$ cat src/shash_pkg.sv
package shash_pkg;

	typedef enum logic [2:0] {
		ST_IDLE,
		ST_MARK,
		ST_ZERO,
		ST_LEN,
		ST_ROUND,
		ST_ADD,
		ST_DONE
	} state_t;

	// What the sequencer does once a block has been compressed.
	typedef enum logic [1:0] {
		BK_DATA,
		BK_PAD,
		BK_FINAL
	} blk_kind_t;

	typedef struct packed {
		logic byte_en;
		logic load;
		logic step;
		logic add;
		logic init;
	} core_ctl_t;

	localparam logic [1:0] OP_ABSORB        = 2'd0;
	localparam logic [1:0] OP_ABSORB_FINISH = 2'd1;
	localparam logic [1:0] OP_FINISH        = 2'd2;

	localparam logic [5:0]  FILL_LAST    = 6'd63;
	localparam logic [5:0]  LEN_POS      = 6'd56;
	localparam logic [5:0]  ROUND_LAST   = 6'd63;
	localparam logic [7:0]  PAD_MARK     = 8'h80;
	localparam logic [63:0] BLOCK_BITS   = 64'd512;
	localparam logic [3:0]  DIGEST_WORDS = 4'd8;
	localparam logic [2:0]  LAST_INDEX   = 3'd7;

	// Index 0 holds the first hash word.
	localparam logic [7:0][31:0] IV = {
		32'h5be0cd19, 32'h1f83d9ab, 32'h9b05688c, 32'h510e527f,
		32'ha54ff53a, 32'h3c6ef372, 32'hbb67ae85, 32'h6a09e667
	};

	localparam logic [31:0] ROUND_K [64] = '{
		32'h428a2f98, 32'h71374491, 32'hb5c0fbcf, 32'he9b5dba5,
		32'h3956c25b, 32'h59f111f1, 32'h923f82a4, 32'hab1c5ed5,
		32'hd807aa98, 32'h12835b01, 32'h243185be, 32'h550c7dc3,
		32'h72be5d74, 32'h80deb1fe, 32'h9bdc06a7, 32'hc19bf174,
		32'he49b69c1, 32'hefbe4786, 32'h0fc19dc6, 32'h240ca1cc,
		32'h2de92c6f, 32'h4a7484aa, 32'h5cb0a9dc, 32'h76f988da,
		32'h983e5152, 32'ha831c66d, 32'hb00327c8, 32'hbf597fc7,
		32'hc6e00bf3, 32'hd5a79147, 32'h06ca6351, 32'h14292967,
		32'h27b70a85, 32'h2e1b2138, 32'h4d2c6dfc, 32'h53380d13,
		32'h650a7354, 32'h766a0abb, 32'h81c2c92e, 32'h92722c85,
		32'ha2bfe8a1, 32'ha81a664b, 32'hc24b8b70, 32'hc76c51a3,
		32'hd192e819, 32'hd6990624, 32'hf40e3585, 32'h106aa070,
		32'h19a4c116, 32'h1e376c08, 32'h2748774c, 32'h34b0bcb5,
		32'h391c0cb3, 32'h4ed8aa4a, 32'h5b9cca4f, 32'h682e6ff3,
		32'h748f82ee, 32'h78a5636f, 32'h84c87814, 32'h8cc70208,
		32'h90befffa, 32'ha4506ceb, 32'hbef9a3f7, 32'hc67178f2
	};

	function automatic logic [31:0] rotr(input logic [31:0] x, input int unsigned n);
		return (x >> n) | (x << (32 - n));
	endfunction

	function automatic logic [31:0] ssig0(input logic [31:0] x);
		return rotr(x, 7) ^ rotr(x, 18) ^ (x >> 3);
	endfunction

	function automatic logic [31:0] ssig1(input logic [31:0] x);
		return rotr(x, 17) ^ rotr(x, 19) ^ (x >> 10);
	endfunction

	function automatic logic [31:0] bsig0(input logic [31:0] x);
		return rotr(x, 2) ^ rotr(x, 13) ^ rotr(x, 22);
	endfunction

	function automatic logic [31:0] bsig1(input logic [31:0] x);
		return rotr(x, 6) ^ rotr(x, 11) ^ rotr(x, 25);
	endfunction

endpackage

$ cat src/shash_sched.sv
module shash_sched (
	input  logic                 clk,
	input  shash_pkg::core_ctl_t ctl,
	input  logic [7:0]           byte_in,
	output logic [31:0]          wt
);
	import shash_pkg::*;

	// Sixteen-word window; word 15 is the oldest. Bytes enter at the bottom,
	// so after a full block word 15 holds the first four message bytes.
	logic [15:0][31:0] win_q;
	logic [31:0]       w_new;

	assign wt    = win_q[15];
	assign w_new = ssig1(win_q[1]) + win_q[6] + ssig0(win_q[14]) + win_q[15];

	always_ff @(posedge clk) begin
		if (ctl.byte_en) begin
			win_q <= {win_q[15][23:0], win_q[14:0], byte_in};
		end else if (ctl.step) begin
			win_q <= {win_q[14:0], w_new};
		end
	end

endmodule

$ cat src/shash_round.sv
module shash_round (
	input  logic                 clk,
	input  logic                 arst_n,
	input  shash_pkg::core_ctl_t ctl,
	input  logic [31:0]          kt,
	input  logic [31:0]          wt,
	output logic [7:0][31:0]     hash
);
	import shash_pkg::*;

	// Working variables a through h sit at indexes 0 through 7.
	logic [7:0][31:0] hash_q;
	logic [7:0][31:0] v_q;
	logic [31:0]      ch;
	logic [31:0]      maj;
	logic [31:0]      t1;
	logic [31:0]      t2;

	assign hash = hash_q;
	assign ch   = (v_q[4] & v_q[5]) ^ (~v_q[4] & v_q[6]);
	assign maj  = (v_q[0] & v_q[1]) ^ (v_q[0] & v_q[2]) ^ (v_q[1] & v_q[2]);
	assign t1   = v_q[7] + bsig1(v_q[4]) + ch + kt + wt;
	assign t2   = bsig0(v_q[0]) + maj;

	always_ff @(posedge clk or negedge arst_n) begin
		if (!arst_n) begin
			hash_q <= IV;
		end else if (ctl.init) begin
			hash_q <= IV;
		end else if (ctl.add) begin
			for (int i = 0; i < 8; i++) begin
				hash_q[i] <= hash_q[i] + v_q[i];
			end
		end
	end

	always_ff @(posedge clk) begin
		if (ctl.load) begin
			v_q <= hash_q;
		end else if (ctl.step) begin
			v_q <= {v_q[6:4], v_q[3] + t1, v_q[2:0], t1 + t2};
		end
	end

endmodule

$ cat src/sha256_stream_hasher.sv
// Channel | Handshake                  | Payload
// item    | item_valid / item_stall    | operation[1:0], data_byte[7:0]
// digest  | digest_valid / digest_stall| digest_word[31:0], word_index[2:0], last_word
//
// An absorbed byte is taken while idle; the byte that completes a block starts 64 rounds
// on the single round unit and then a fold into the hash words, while the item channel stalls.
// A finish pads with the 0x80 mark, zero bytes and the 64-bit length, adding a further block
// when 56 or more bytes are pending, and then hands off the digest.
// The digest drains from its own register, so a stalled digest only holds the next finish back.
// arst_n clears the sequencer, counters and hash words to the initial values.
module sha256_stream_hasher (
	input  logic        clk,
	input  logic        arst_n,
	input  logic        item_valid,
	output logic        item_stall,
	input  logic [1:0]  operation,
	input  logic [7:0]  data_byte,
	output logic        digest_valid,
	input  logic        digest_stall,
	output logic [31:0] digest_word,
	output logic [2:0]  word_index,
	output logic        last_word
);
	import shash_pkg::*;

	state_t           state_q, state_d;
	blk_kind_t        kind_q, kind_d;
	logic             fin_q, fin_d;
	logic [5:0]       fill_q, fill_d;
	logic [5:0]       rnd_q, rnd_d;
	logic [63:0]      bits_q, bits_d;
	logic [63:0]      len_q, len_d;
	core_ctl_t        ctl;
	logic [7:0]       sched_byte;
	logic             dig_load;
	logic             in_acc;
	logic             out_acc;
	logic [31:0]      wt;
	logic [7:0][31:0] hash;
	logic [7:0][31:0] dig_q;
	logic [3:0]       out_cnt_q;
	logic [2:0]       idx_q;

	// The message window doubles as the block buffer: bytes shift straight into it,
	// and the schedule then rolls it forward one word per round.
	shash_sched u_sched (
		.clk     (clk),
		.ctl     (ctl),
		.byte_in (sched_byte),
		.wt      (wt)
	);

	shash_round u_round (
		.clk    (clk),
		.arst_n (arst_n),
		.ctl    (ctl),
		.kt     (ROUND_K[rnd_q]),
		.wt     (wt),
		.hash   (hash)
	);

	assign item_stall = (state_q != ST_IDLE);
	assign in_acc     = item_valid && !item_stall;

	always_ff @(posedge clk or negedge arst_n) begin
		if (!arst_n) begin
			state_q <= ST_IDLE;
			kind_q  <= BK_DATA;
			fin_q   <= 1'b0;
			fill_q  <= '0;
			rnd_q   <= '0;
			bits_q  <= '0;
			len_q   <= '0;
		end else begin
			state_q <= state_d;
			kind_q  <= kind_d;
			fin_q   <= fin_d;
			fill_q  <= fill_d;
			rnd_q   <= rnd_d;
			bits_q  <= bits_d;
			len_q   <= len_d;
		end
	end

	always_comb begin
		state_d    = state_q;
		kind_d     = kind_q;
		fin_d      = fin_q;
		fill_d     = fill_q;
		rnd_d      = rnd_q;
		bits_d     = bits_q;
		len_d      = len_q;
		ctl        = '0;
		sched_byte = data_byte;
		dig_load   = 1'b0;
		unique case (state_q)
			ST_IDLE: begin
				if (in_acc) begin
					if (operation == OP_ABSORB || operation == OP_ABSORB_FINISH) begin
						ctl.byte_en = 1'b1;
						fill_d      = fill_q + 6'd1;
						fin_d       = (operation == OP_ABSORB_FINISH);
						if (fill_q == FILL_LAST) begin
							// A full block of message bytes: count it and compress.
							state_d  = ST_ROUND;
							kind_d   = BK_DATA;
							ctl.load = 1'b1;
							bits_d   = bits_q + BLOCK_BITS;
						end else if (operation == OP_ABSORB_FINISH) begin
							state_d = ST_MARK;
						end
					end else if (operation == OP_FINISH) begin
						state_d = ST_MARK;
					end
				end
			end
			ST_MARK: begin
				// The message length is fixed here, before any padding enters.
				len_d       = bits_q + {55'd0, fill_q, 3'b000};
				fin_d       = 1'b0;
				ctl.byte_en = 1'b1;
				sched_byte  = PAD_MARK;
				fill_d      = fill_q + 6'd1;
				if (fill_q == FILL_LAST) begin
					state_d  = ST_ROUND;
					kind_d   = BK_PAD;
					ctl.load = 1'b1;
				end else begin
					state_d = ST_ZERO;
				end
			end
			ST_ZERO: begin
				if (fill_q == LEN_POS) begin
					state_d = ST_LEN;
				end else begin
					ctl.byte_en = 1'b1;
					sched_byte  = 8'd0;
					fill_d      = fill_q + 6'd1;
					if (fill_q == FILL_LAST) begin
						// No room for the length: this block goes out without it.
						state_d  = ST_ROUND;
						kind_d   = BK_PAD;
						ctl.load = 1'b1;
					end
				end
			end
			ST_LEN: begin
				ctl.byte_en = 1'b1;
				sched_byte  = len_q[63:56];
				len_d       = {len_q[55:0], 8'd0};
				fill_d      = fill_q + 6'd1;
				if (fill_q == FILL_LAST) begin
					state_d  = ST_ROUND;
					kind_d   = BK_FINAL;
					ctl.load = 1'b1;
				end
			end
			ST_ROUND: begin
				ctl.step = 1'b1;
				rnd_d    = rnd_q + 6'd1;
				if (rnd_q == ROUND_LAST) begin
					state_d = ST_ADD;
				end
			end
			ST_ADD: begin
				ctl.add = 1'b1;
				unique case (kind_q)
					BK_DATA:  state_d = fin_q ? ST_MARK : ST_IDLE;
					BK_PAD:   state_d = ST_ZERO;
					BK_FINAL: state_d = ST_DONE;
					default:  state_d = ST_IDLE;
				endcase
			end
			ST_DONE: begin
				// Wait until the previous digest has fully drained.
				if (out_cnt_q == 4'd0) begin
					dig_load = 1'b1;
					ctl.init = 1'b1;
					bits_d   = '0;
					fill_d   = '0;
					state_d  = ST_IDLE;
				end
			end
			default: begin
				state_d = ST_IDLE;
			end
		endcase
	end

	// Digest output register: eight words, word 0 shown first.
	assign digest_valid = (out_cnt_q != 4'd0);
	assign out_acc      = digest_valid && !digest_stall;
	assign digest_word  = dig_q[0];
	assign word_index   = idx_q;
	assign last_word    = (idx_q == LAST_INDEX);

	always_ff @(posedge clk or negedge arst_n) begin
		if (!arst_n) begin
			out_cnt_q <= '0;
			idx_q     <= '0;
		end else if (dig_load) begin
			out_cnt_q <= DIGEST_WORDS;
			idx_q     <= '0;
		end else if (out_acc) begin
			out_cnt_q <= out_cnt_q - 4'd1;
			idx_q     <= idx_q + 3'd1;
		end
	end

	always_ff @(posedge clk) begin
		if (dig_load) begin
			dig_q <= hash;
		end else if (out_acc) begin
			dig_q <= {32'd0, dig_q[7:1]};
		end
	end

endmodule

$ cat config.mk
export PLATFORM = sky130hd
export DESIGN_NAME = sha256_stream_hasher
export DESIGN_NICKNAME = d
export VERILOG_FILES = /design/src/shash_pkg.sv /design/src/shash_sched.sv /design/src/shash_round.sv /design/src/sha256_stream_hasher.sv
export SDC_FILE = /design/constraint.sdc
export NUM_CORES = 2
export LEC_CHECK = 0
export ABC_CLOCK_PERIOD_IN_PS = 20900
export BUFFER_PORTS_ARGS = -buffer_cell sky130_fd_sc_hd__buf_2
export CORE_ASPECT_RATIO = 1.75
export CORE_MARGIN = 2
export CORE_UTILIZATION = 35
export CTS_CLUSTER_DIAMETER = 50
export CTS_CLUSTER_SIZE = 16
export DETAILED_ROUTE_END_ITERATION = 8
export SYNTH_ARGS = -nofsm -noshare
export SYNTH_HDL_FRONTEND = slang
export SYNTH_SLANG_ARGS = --single-unit
export TNS_END_PERCENT = 50
$ cat constraint.sdc
create_clock -name clk -period 20.9 [get_ports clk]
set_input_delay 4.18 -clock clk [delete_from_list [all_inputs] [get_ports clk]]
set_output_delay 4.18 -clock clk [all_outputs]
set_load 0.005 [all_outputs]
==> flow_metrics.env <==
export IMPL_synth_seq_cells=1422
export IMPL_cp_depth=31
export IMPL_drv_cap=0
export IMPL_worst_r2r_setup_slack_ns=11.27
export IMPL_place_congestion=0.935
export IMPL_dp_slack_ns=11.33
export IMPL_routedWlPerCell_um=22.8
export IMPL_ys_warn_count=0
export IMPL_reg2reg_depth=31
export IMPL_drive_gt1_share_pct=6.71
export IMPL_synth_edf_count=1024
export IMPL_ant_nets=0
export IMPL_slowest_stage="dfrtp_1"
export IMPL_yosysSeqAreaShare_pct=47.1
export IMPL_fin_nets=9738
export IMPL_area_growth_pct=9.15
export IMPL_powerDensity_nw_per_um2=64.2
export IMPL_setup_ws_ns=11.27
export IMPL_fp_coreArea_um2=246000
export IMPL_synthAdderAreaFrac_pct=10.7
export IMPL_synthFlopType="edfxtp_1"
export IMPL_fill_cells=24500
export IMPL_die_y_um=663
export IMPL_finClkSkew_ns=0.0769
export IMPL_via_count=66600
export IMPL_syn_area_per_cell_um2=9.27
export IMPL_maxSlewHeadroom_pct=13.6
export IMPL_crit_start="rnd_q[0]"
export IMPL_fin_crit_ns=9.63
export IMPL_synthArstFlopShare_pct=28.0
export IMPL_yosysUniqueCellTypes=93
export IMPL_rr_endpoint="u_round.v_q[30]"
export IMPL_synthesis_area_um2=86800
export IMPL_r2r_start="rnd_q[0]"
export IMPL_grt_max_degree=217
export IMPL_clk_latency_ns=0.86
export IMPL_crit_type="reg2reg"
export IMPL_fin_tns_setup_ns=0
export IMPL_crit_arrival_ns=10.28
export IMPL_h_tree_depth=4
export IMPL_muxShareOfSynthArea_pct=1.43
export IMPL_postCtsResizedCells=0
export IMPL_p_leak_nw=40.7
export IMPL_rsz0062_at_grt="no"
export IMPL_min_path_type="reg2reg"
export IMPL_hold_path_endpoint="len_q[7]"
export IMPL_rows=241
export IMPL_cts_buffers_inserted=146
export IMPL_critPathMaxFanout=19
export IMPL_cts_tree="built"
export IMPL_yosys_area_share_simple_pct=19.1
export IMPL_dieArea_um2=252000
export IMPL_fp_dieW_um=380
export IMPL_critPathLaunchType="register"
export IMPL_fmax_ghz=0.104
export IMPL_antenna_found_initial=1
export IMPL_fin_util_pct=38.5
export IMPL_grt_pass1_wl_mm=427
export IMPL_wl_mm=285
export IMPL_cts_hold_buffers=0
export IMPL_post_cts_buffers=0
export IMPL_grt_ovfl_total=0
export IMPL_drc=1
export IMPL_end_kind="register"
export IMPL_clockRootBuffer="clkbuf_16"
export IMPL_port_buffers=51
export IMPL_syn_nets=9977
export IMPL_hp_start="len_q[7]"
export IMPL_setup_viol=0
export IMPL_cpLargestDelayFamily="compound AO/OA/AOI/OAI gates"
export IMPL_whs_ns=0.479
export IMPL_grt_usage_pct=22.2
export IMPL_tightest_slew_ns=1.26
export IMPL_clock_sinks=1422
export IMPL_synth_xor_area_share_pct=6.31
export IMPL_start_util_pct=35.2
export IMPL_fin_crit_sh_pct=46.1
export IMPL_min_path_cells=2
export IMPL_post_drt_via_cell_ratio=5.33
export IMPL_violations="design-rule violations"
export IMPL_synth_compound_area_share_pct=11.8
export IMPL_stdcell_area_um2=94700
export IMPL_grt_pass1_vias=68500
export IMPL_vdd_drop_max_mv=0.0779
export IMPL_placed_area_um2=90000
export IMPL_cp_data_required_time_ns=21.55
export IMPL_synth_top_family_by_area="simple AND/OR/NAND/NOR gates"
export IMPL_first_pass_iters=8
export IMPL_status="finished, violations left"
export IMPL_final_max_slew_viol_count=0
export IMPL_syn_inst=9359
export IMPL_dp_hpwl_mm=204
export IMPL_critPathMaxStageDelay_ns=0.68
export IMPL_worst_path_buf_inv=2
export IMPL_io_pins=52
export IMPL_drt_iter0_drc=5324
export IMPL_clockBufferDepth=4
export IMPL_finalHoldViolations=0
export IMPL_clkTransAtPathRegs_ns=0.07
==> worst min-delay path, cell delays in order (launching register included) <==
cell and delay (ns):
dfrtp_1 0.34, nand2_1 0.05, o21ai_0 0.06
==> worst max path at each step <==
stage / slack, ns / to
after CTS: 11.43 / u_round.v_q[30]
final: 11.27 / u_round.v_q[30]
after global routing: 10.85 / u_round.v_q[30]
after detailed placement: 11.33 / u_sched.win_q[28]
after floorplan: 2.52 / u_round.v_q[0]
after global placement: 11.44 / u_sched.win_q[30]
==> cells by family (layout without fill, tap and decap cells) <==
family | Yosys count | count (layout)
adder cells (fa/ha/maj) | 634 | 634
XOR/XNOR | 625 | 625
other | 0 | 1
AO/OA/AOI/OAI | 1682 | 1682
flip-flops | 1422 | 1422
AND/OR/NAND/NOR | 4089 | 4089
buffers and inverters | 796 | 660
multiplexers | 111 | 111
==> layout make-up <==
type                       count  area, um^2  share of cell area (%)
antenna                        1        2.50                 0.00264
clock buffer                 174        3900                    4.12
clock inverter                77         860                   0.907
inverter                     256         968                    1.02
multi-input combinational   7141       42900                    45.3
sequential                  1422       40900                    43.2
tap                         3280        4100                    4.33
timing repair buffer         153        1110                    1.17
==> Yosys cell counts (13+ instances only) <==
cell / number / share of area (%)
nand2b_1: 62 / 0.45
o2111ai_1: 13 / 0.13
nand4_1: 32 / 0.23
clkbuf_1: 457 / 2.0
mux2i_1: 78 / 0.90
and2_1: 50 / 0.36
or3_1: 40 / 0.29
or2_2: 15 / 0.11
o21bai_1: 48 / 0.42
nand2_1: 3072 / 13
a31oi_1: 48 / 0.35
nor2b_1: 39 / 0.28
nor4_1: 13 / 0.094
mux2_2: 25 / 0.32
nand3_1: 153 / 0.88
dfrtp_1: 262 / 7.6
buf_1: 51 / 0.22
and3_1: 46 / 0.33
buf_4: 32 / 0.28
xor2_1: 231 / 2.3
fa_1: 196 / 4.5
inv_1: 253 / 1.1
a21o_1: 142 / 1.2
dfstp_2: 136 / 4.1
nor2_1: 432 / 1.9
a211o_1: 13 / 0.13
a21oi_1: 524 / 3.0
o211ai_1: 37 / 0.32
o31ai_1: 33 / 0.29
o21a_1: 42 / 0.36
maj3_1: 30 / 0.35
ha_1: 408 / 5.9
a221oi_1: 14 / 0.14
edfxtp_1: 1024 / 35
xnor2_1: 394 / 4.0
a211oi_1: 50 / 0.43
o21ai_0: 547 / 3.2
nor3_1: 105 / 0.61
==> per-stage QoR <==
step	total power, mW	cells
3_5_place_dp	3.42	12300
3_3_place_gp	3.41	12300
2_1_floorplan	3.35	9359
5_1_grt	6.27	12500
4_1_cts	6.16	12500
6_report	6.09	12500
==> sequential cells by signal, indices dropped and copies added (netlist names), 3 cells and up <==
signal / count
out_cnt_q: 4
fill_q: 6
u_sched.win_q: 480
rnd_q: 6
word_index: 3
digest_word: 32
len_q: 62
u_sched.wt: 32
state_q: 3
u_round.v_q: 256
dig_q: 224
u_round.hash: 256
bits_q: 55
==> where the power goes <==
part	internal (mW)	switching, mW
Clock	1.48	1.25
Combinational	0.0506	0.133
Sequential	3.14	0.0306
==> layer usage <==
metal	global-route usage, %	part of all wire, %	vias to the layer above
met5	0	0	-
met4	15.6	8.2	0
met3	2.39	3.8	764
met2	41.0	52	1827
met1	23.2	36	32600
li1	-	-	31400
==> layout by cell type, fill, tap and decap left out, types with 48 or more instances in the layout <==
| master | instances |
|---|---|
| a211oi_1 | 50 |
| a21o_1 | 141 |
| a21oi_1 | 523 |
| a31oi_1 | 48 |
| and2_1 | 50 |
| buf_2 | 50 |
| buf_4 | 96 |
| clkbuf_16 | 149 |
| dfrtp_1 | 258 |
| dfstp_2 | 136 |
| edfxtp_1 | 1024 |
| fa_1 | 196 |
| ha_1 | 408 |
| inv_1 | 252 |
| mux2i_1 | 78 |
| nand2_1 | 3067 |
| nand2b_1 | 62 |
| nand3_1 | 152 |
| nor2_1 | 430 |
| nor3_1 | 105 |
| o21ai_0 | 547 |
| o21bai_1 | 48 |
| xnor2_1 | 394 |
| xor2_1 | 231 |
Note: power is estimated with default switching activity, not from simulation.
